$ cat src/hdl/dis_pkg.sv
`timescale 1ns / 1ps
// ----------------------------------------------------------------------------
// dis_pkg
// Shared types and codes for the disjoint interval set.
// ----------------------------------------------------------------------------
package dis_pkg;

  // Result status codes
  typedef enum logic [2:0] {
    ST_ADDED   = 3'd0,
    ST_PRESENT = 3'd1,
    ST_FULL    = 3'd2,
    ST_RANGE   = 3'd3,
    ST_EMPTY   = 3'd4
  } status_e;

  // Input operation codes
  typedef enum logic {
    OP_ADD  = 1'b0,
    OP_READ = 1'b1
  } op_e;

  // Controller states
  typedef enum logic [2:0] {
    S_IDLE,
    S_ADD,
    S_RD_LOAD,
    S_OUT
  } state_e;

  // Commands from controller to datapath
  typedef struct packed {
    logic capture;   // take input value, rewind read pointer
    logic apply_add; // update table, load add result
    logic rd_load;   // load entry at read pointer into output register
    logic rd_next;   // advance read pointer
  } dis_cmd_t;

  // Status from datapath to controller
  typedef struct packed {
    logic out_last;  // output register holds final result of the item
  } dis_stat_t;

endpackage

$ cat src/hdl/dis_ctrl.sv
`timescale 1ns / 1ps
// ----------------------------------------------------------------------------
// dis_ctrl
// Controller: sequences add updates, readout and the output transfer.
// ----------------------------------------------------------------------------
module dis_ctrl (
  input  logic               clk_i,
  input  logic               rst_ni,
  input  logic               in_valid_i,
  output logic               in_ready_o,
  input  logic               in_op_i,
  output logic               out_valid_o,
  input  logic               out_ready_i,
  output dis_pkg::dis_cmd_t  cmd_o,
  input  dis_pkg::dis_stat_t stat_i
);
  import dis_pkg::*;

  state_e state_q, state_d;
  logic in_xfer, out_xfer;

  assign in_xfer  = in_valid_i && in_ready_o;
  assign out_xfer = out_valid_o && out_ready_i;

  // State register
  always_ff @(posedge clk_i or negedge rst_ni) begin
    if (!rst_ni) begin
      state_q <= S_IDLE;
    end else begin
      state_q <= state_d;
    end
  end

  // Next state
  always_comb begin
    state_d = state_q;
    unique case (state_q)
      S_IDLE: begin
        if (in_valid_i) begin
          state_d = (op_e'(in_op_i) == OP_ADD) ? S_ADD : S_RD_LOAD;
        end
      end
      S_ADD:     state_d = S_OUT;
      S_RD_LOAD: state_d = S_OUT;
      S_OUT: begin
        if (out_ready_i) begin
          state_d = stat_i.out_last ? S_IDLE : S_RD_LOAD;
        end
      end
      default:   state_d = S_IDLE;
    endcase
  end

  // Outputs
  always_comb begin
    in_ready_o  = 1'b0;
    out_valid_o = 1'b0;
    cmd_o       = '0;
    unique case (state_q)
      S_IDLE: begin
        in_ready_o    = 1'b1;
        cmd_o.capture = in_valid_i;
      end
      S_ADD:     cmd_o.apply_add = 1'b1;
      S_RD_LOAD: cmd_o.rd_load   = 1'b1;
      S_OUT: begin
        out_valid_o   = 1'b1;
        cmd_o.rd_next = out_ready_i && !stat_i.out_last;
      end
      default: ;
    endcase
  end

  // Input and output never both open
  a_no_overlap: assert property (@(posedge clk_i) disable iff (!rst_ni)
    !(in_ready_o && out_valid_o))
    else $error("input and output open together");

  // An accepted item closes the input
  a_close_in: assert property (@(posedge clk_i) disable iff (!rst_ni)
    in_xfer |=> !in_ready_o)
    else $error("input still open after transfer");

  // A final result transfer returns to idle
  a_last_idle: assert property (@(posedge clk_i) disable iff (!rst_ni)
    (out_xfer && stat_i.out_last) |=> in_ready_o)
    else $error("not idle after final result");

endmodule

$ cat config.mk
export PLATFORM = sky130hd
export DESIGN_NAME = dis_ctrl
export DESIGN_NICKNAME = d
export VERILOG_FILES = /design/src/hdl/dis_pkg.sv /design/src/hdl/dis_ctrl.sv
export SDC_FILE = /design/constraint.sdc
export NUM_CORES = 1
export LEC_CHECK = 0
export BUFFER_PORTS_ARGS = -buffer_cell sky130_fd_sc_hd__buf_4
export CORE_AREA = 3 3 40 42
export DETAILED_ROUTE_END_ITERATION = 16
export DIE_AREA = 0 0 43 45
export PLACE_DENSITY_LB_ADDON = 0.25
export SLEW_MARGIN = 20
export SYNTH_ARGS = -nofsm -noshare
export SYNTH_HDL_FRONTEND = slang
export SYNTH_SLANG_ARGS = --single-unit
$ cat constraint.sdc
create_clock -name clk_i -period 1.95 [get_ports clk_i]
set_input_delay 0.0975 -clock clk_i [delete_from_list [all_inputs] [get_ports clk_i]]
set_output_delay 0.0975 -clock clk_i [all_outputs]
set_load 0.01 [all_outputs]
==> results of run 1 <==
[power by group through the flow]
stage               logic, mW  clock network (mW)  registers (mW)
floorplan               0.220                   0          0.0834
global placement        0.325                   0          0.0890
detailed placement      0.324                   0          0.0904
CTS                     0.328              0.0991          0.0897
global route            0.363               0.103          0.0959
finish                  0.326              0.0911          0.0890
[stage by stage]
stage	std cells	utilization	hold slack, ns	setup WS, ns
floorplan	19	-	-0.1981	0.6138
global placement	45	0.2308	-0.1197	0.5724
finish	49	0.2561	0.1938	0.5885
detailed placement	45	0.2308	-0.1174	0.5840
CTS	49	0.2561	0.1861	0.5798
global route	49	0.2561	0.2025	0.4367
[cell usage in the layout, fill, tap and decap left out, drive strengths merged]
| master | count |
|---|---|
| a21boi | 1 |
| a21oi | 2 |
| and2 | 1 |
| buf | 11 |
| clkbuf | 3 |
| dfrtp | 2 |
| dlygate4sd3 | 1 |
| ha | 4 |
| inv | 4 |
| mux2 | 1 |
| nor2b | 1 |
| nor3b | 1 |
| o21ai | 1 |
| o32a | 1 |
[metal layers]
metal | track usage | vias up
met5 | 0 | -
met1 | 0.07952 | 82
met3 | 0.03586 | 0
met4 | 0.07229 | 0
li1 | - | 93
met2 | 0.08683 | 12
[repair_timing]
item / CTS / global route
hold endpoints to repair: 2 / 0
hold buffers: 1 / 0
setup endpoints to repair: 0 / 0
[worst max-delay path, stage by stage, from the launching register on]
cell and delay, ns:
dfrtp_1 0.40, ha_1 0.25, nor2b_4 0.14, a21oi_2 0.14, mux2_4 0.31
[logic make-up (layout without fill, tap and decap cells)]
| family | count (synthesis) | after routing |
|---|---|---|
| flip-flops | 2 | 2 |
| multiplexers | 1 | 1 |
| AO/OA/AOI/OAI | 5 | 5 |
| adder cells (fa/ha/maj) | 4 | 4 |
| buffers and inverters | 4 | 19 |
| AND/OR/NAND/NOR | 3 | 3 |
[path summary, 6_finish.rpt]
| check | start | slack (ns) | endpoint | cells after the start |
|---|---|---|---|---|
| setup / recovery | state_q[0] | 0.59 | state_q[1] | 4 |
| hold / removal | rst_ni | 0.19 | state_q[0] | 2 |
| setup reg to reg | state_q[0] | 0.59 | state_q[1] | 4 |
| hold reg to reg | state_q[0] | 0.57 | state_q[0] | 1 |
| max in group asynchronous | rst_ni | 1.66 | state_q[1] | 2 |
| min in group clk_i | in_op_i | 0.25 | state_q[1] | 4 |
[final cells by class]
cell class              count  share of cell area
multi-input cells          13              0.3954
repair buffers             12              0.2814
flip-flops and latches      2              0.1521
clock buffers               3             0.06844
well taps                  15             0.05703
inverters                   4             0.04563
[synth_stat cells (all sizes together)]
| library cell | number |
|---|---|
| nor3b | 1 |
| o21ai | 1 |
| and2 | 1 |
| inv | 4 |
| a21oi | 2 |
| mux2 | 1 |
| nor2b | 1 |
| dfrtp | 2 |
| a21boi | 1 |
| ha | 4 |
| o32a | 1 |
==> results.cfg, run 1 <==
[route]
dr_wl_met2_um = 163
vias_per_cell = 3.816
dr.pass1.iters = 2
wirelength_met1_um = 241
vias = 187
met3RoutedLength_um = 64
final_antenna_net_count = 0
drc = 0
routed.top_layer = met3
drtIter0Drc = 2
wl_um = 468
wl_per_cell_um = 9.551

[clocking]
cts_max_path_buffers = 2
cts_made_buffers = 3
tritoncts = built
cts.clk_slew.worst_paths_ns = 0.03
h-tree-depth = 1
clk_latency_ns = 0.22
clock-root-buffer = clkbuf_4
clkSinkCount = 2
cts_resized = 0
cts_setup_buffers = 0

[floorplan]
die_x_um = 43
start_util = 0.1519
placementRows = 13
die_height_um = 45
coreArea_um2 = 1285
ios = 12
die_area_um2 = 1935

[grt]
grt_use_total = 0.06911
antenna_found_initial = 0
gr-total-overflow = 0
grt_first_pass_wirelength_um = 903
grt_max_degree = 6
grt_pass1_vias = 232

[final_layout]
drive_above_1_share = 0.5294
fillCellCount = 142
largest-register = state_q
diodes = 0
multi_input_area_um2 = 130.1
flow.area_growth_from_synthesis_pct = 68.59
top_regs = state_q (2)
seq_area_um2 = 50.05
largest_reg_flops = 2
finalNetCount = 46
stdcell_area_um2 = 329.1

[worst_setup_path]
critPathLaunchType = flop
criticalPathCategory = flop to flop
crit_arrival_ns = 1.46
worstPathMaxFanout = 4
endpoint_kind = flop
required_ns = 2.05

[placement]
dp_hpwl_um = 371.4
placed_area_um2 = 296.5
port_buffers = 11
place_congestion = 0.7083

[flow_run]
drv_cap = 0

[pwr]
p_int_mw = 0.3189
switchingPower_mw = 0.1874
peakVddDrop_v = 0.0006087
leakagePower_nw = 0.1760
power.total_mw = 0.5063
combPwrFrac = 0.644
clkPwrFrac = 0.180
powerDensity_nw_per_um2 = 1538
pwr-share-seq = 0.176
switching_share = 0.3701

[yosys]
synth_top_area_share = 0.2564
synth_top_cell_by_area = dfrtp_1
synth_area_leaders = dfrtp_1 26%, ha_1 26%, inv_1 7.7%, mux2_4 7.7%, nor2b_4 7.1%
synth-simple-area-share = 0.1410
synth_mux_area_frac = 0.07692
synth-xor-area-share = 0
syn_area_per_cell_um2 = 10.27
synth_top_family_by_area = adder cells
netlist_instances = 19
synth_compound_area_frac = 0.1923
syn_nets = 29
ys_seq_area_frac = 0.2564
netlist_area_um2 = 195.2
synth_cell_types = 12
synth_fa_ha_area_frac = 0.2564
yosys_warnings = 0
ys_seq_elements = 2

[timing]
slew_headroom = 0.8691
finalCriticalPeriod_ns = 1.361
rsz0062_at_grt = no
period_share = 0.6982
finalSetupViolations = 0
fmax_ghz = 0.7345
final-max-slew-violation-count = 0
fin_setup_tns_ns = 0
max_slew.worst_pin.slew_ns = 0.1964
finClkSkew_ns = 0.003571
hold_viol = 0

[min_path]
hold_path.class = primary input to async pin

[status]
outcome = finished clean
No activity file was read; power rests on OpenSTA's default activity.
==> inputs of run 2 (changes only) <==
--- a/config.mk
+++ b/config.mk
@@ -5,6 +5,7 @@
 export SDC_FILE = /design/constraint.sdc
 export NUM_CORES = 1
 export LEC_CHECK = 0
+export ABC_AREA = 1
 export BUFFER_PORTS_ARGS = -buffer_cell sky130_fd_sc_hd__buf_4
 export CORE_AREA = 3 3 40 42
 export DETAILED_ROUTE_END_ITERATION = 16
==> constraint.sdc (replaced) <==
create_clock -name clk_i -period 1.17 [get_ports clk_i]
set_input_delay 0.0585 -clock clk_i [delete_from_list [all_inputs] [get_ports clk_i]]
set_output_delay 0.0585 -clock clk_i [all_outputs]
set_load 0.01 [all_outputs]
==> run 2 against run 1 <==
Synthesized cell count rose by 58%; first-iteration DRC count rose by 100%; die area did not move; core utilization rose by 7.8 points; clock-buffer cell count did not move; largest cell class is now non-clock buffers; largest power group unchanged; critical path type is now flop to output pin; clock power rose by 65%; sequential power rose by 67%; non-clock buffer count rose by 8; clock skew fell by 0.0031 ns; combinational power rose to 2.5 times the previous value.
==> results.cfg, run 2 <==
[status]
outcome = finished clean

[yosys]
yosys_warnings = 0
ys_seq_area_frac = 0.2564
netlist_instances = 30
synth_edf_count = 0
syn_area_per_cell_um2 = 6.506
ys_async_sr_fraction = 1.000
synth_top_area_share = 0.2564
synth_area_leaders = dfrtp_1 26%, ha_1 26%, nand2_1 21%, inv_1 15%, nand2_2 3.2%
synthMostInstantiatedCell = nand2_1
synthTopCellsByCount = 11 x nand2_1, 8 x inv_1, 4 x ha_1, 2 x dfrtp_1
synth_cell_types = 9
syn_nets = 40
ys_seq_elements = 2
netlist_area_um2 = 195.2
yosys_most_used_dff = dfrtp_1
synth_top_cell_by_area = dfrtp_1

[worst_setup_path]
cp_num_buf_inv = 2
crit_arrival_ns = 1.08
crit_top_cell = buf_4
critPathLaunchType = flop
required_ns = 1.11
crit_chain = buf_4 > ha_1 > buf_4
criticalPathCategory = flop to output pin
cp_slowest_cell = dfrtp_1
worstPathMaxFanout = 3
endpoint_kind = output pin
critPathMaxStageDelay_ns = 0.39
cp_top_family = flip-flops

[timing]
hold_viol = 0
final-max-slew-violation-count = 0
finClkSkew_ns = 0.0004344
finalSetupViolations = 0
max_slew.worst_pin.slew_ns = 0.1492
slew_headroom = 0.9005
rsz0062_at_grt = yes
finalCriticalPeriod_ns = 1.142
fmax_ghz = 0.8759
fin_setup_tns_ns = 0
period_share = 0.9758

[floorplan]
die_height_um = 45
ios = 12
placementRows = 13
coreArea_um2 = 1285
die_x_um = 43
start_util = 0.1519
die_area_um2 = 1935

[final_layout]
largest_reg_flops = 2
largest-register = state_q
finalNetCount = 65
flow.area_growth_from_synthesis_pct = 119.9
fillCellCount = 139
diodes = 0
mostFrequentLayoutCells = 15 x buf_4, 9 x nand2_1, 6 x inv_1, 4 x buf_6
final_common_cell = buf_4
top_regs = state_q (2)
stdcell_area_um2 = 429.2
drive_above_1_share = 0.6038

[route]
wl_per_cell_um = 7.456
dr.pass1.iters = 2
wl_um = 507
drc = 0
final_antenna_net_count = 0
vias = 244
vias_per_cell = 3.588
drtIter0Drc = 4

[placement]
place_congestion = 0.6375
dp_hpwl_um = 383.2
placed_area_um2 = 319.1
port_buffers = 11

[pwr]
pwr-share-seq = 0.133
leakagePower_nw = 0.2473
switchingPower_mw = 0.4288
clkPwrFrac = 0.134
switching_share = 0.3812
p_int_mw = 0.6960
peakVddDrop_v = 0.0006739
combPwrFrac = 0.734
powerDensity_nw_per_um2 = 2621

[clocking]
clk_latency_ns = 0.22
h-tree-depth = 1
tritoncts = built
cts_max_path_buffers = 2
clkSinkCount = 2
cts_made_buffers = 3
clock-root-buffer = clkbuf_4
cts.clk_slew.worst_paths_ns = 0.03

[grt]
gr-total-overflow = 0
grt_first_pass_wirelength_um = 855
grt_use_total = 0.06744
grt_pass1_vias = 222
grt_max_degree = 5
antenna_found_initial = 0

[min_path]
hold_path.class = primary input to flop

[flow_run]
drv_cap = 0
[run 2: power groups by stage]
stage	logic, mW	clock network (mW)	registers (mW)
2_1_floorplan	0.337	0	0.141
6_report	0.825	0.150	0.149
4_1_cts	0.782	0.163	0.148
5_1_grt	0.925	0.173	0.158
3_3_place_gp	0.595	0	0.146
3_5_place_dp	0.595	0	0.146
[run 2: layout make-up]
class / count / area (µm²) / area share
Tap cell: 15 / 18.77 / 0.04373
Sequential cell: 2 / 50.05 / 0.1166
Timing Repair Buffer: 20 / 167.7 / 0.3907
Multi-Input combinational cell: 19 / 136.4 / 0.3178
Clock buffer: 3 / 22.52 / 0.05248
Inverter: 9 / 33.78 / 0.07872
[run 2: final timing paths]
kind / cells past startpoint / start / slack (ns) / endpoint
max: 3 / state_q[0] / 0.03 / cmd_o[2]
min: 4 / in_op_i / 0.12 / state_q[0]
max reg2reg: 7 / state_q[1] / 0.05 / state_q[1]
min reg2reg: 3 / state_q[0] / 0.63 / state_q[0]
max in group asynchronous: 2 / rst_ni / 0.93 / state_q[1]
min in group asynchronous: 2 / rst_ni / 0.16 / state_q[0]
[run 2: through the flow]
step	power, mW	hold slack (ns)	std cells	setup WS, ns	utilization
6_report	1.125	0.1156	68	0.02832	0.3340
5_1_grt	1.256	0.1328	68	-0.04553	0.3340
4_1_cts	1.093	0.1098	67	-0.01607	0.3194
3_5_place_dp	0.7410	-0.1567	59	-0.0003433	0.2483
3_3_place_gp	0.7409	-0.1566	59	0.003039	0.2483
2_1_floorplan	0.4785	-0.2371	30	0.04795	-
[run 2: worst reg2reg max path, delay by kind of cell, from the launching register on]
kind          cells  cell delay [ns]
fa+ha+maj         1             0.17
buf+inv           2             0.20
flops             1             0.39
simple gates      4             0.25
[run 2: timing repair]
item,CTS,global route
gates cloned,0,0
hold buffers,1,0
setup endpoints to repair,4,8
pin swaps,4,3
setup buffers,4,1
endpoints found under the hold margin,2,0
gates resized for setup,8,5
[run 2: cells by family after synthesis]
group,synth area share
AOI/OAI and AO/OA,0.02562
adders and majority gates,0.2564
buffers and inverters,0.1731
DFF,0.2564
and+or+nand+nor,0.2884
[run 2: layer usage]
metal	up-vias	GRT usage	share of wire	wire length, µm
met4	0	0.05422	0	0
met3	0	0.05976	0.051	26
met1	108	0.06024	0.44	221
met2	4	0.09581	0.51	259
met5	-	0	0	0
li1	132	-	-	-
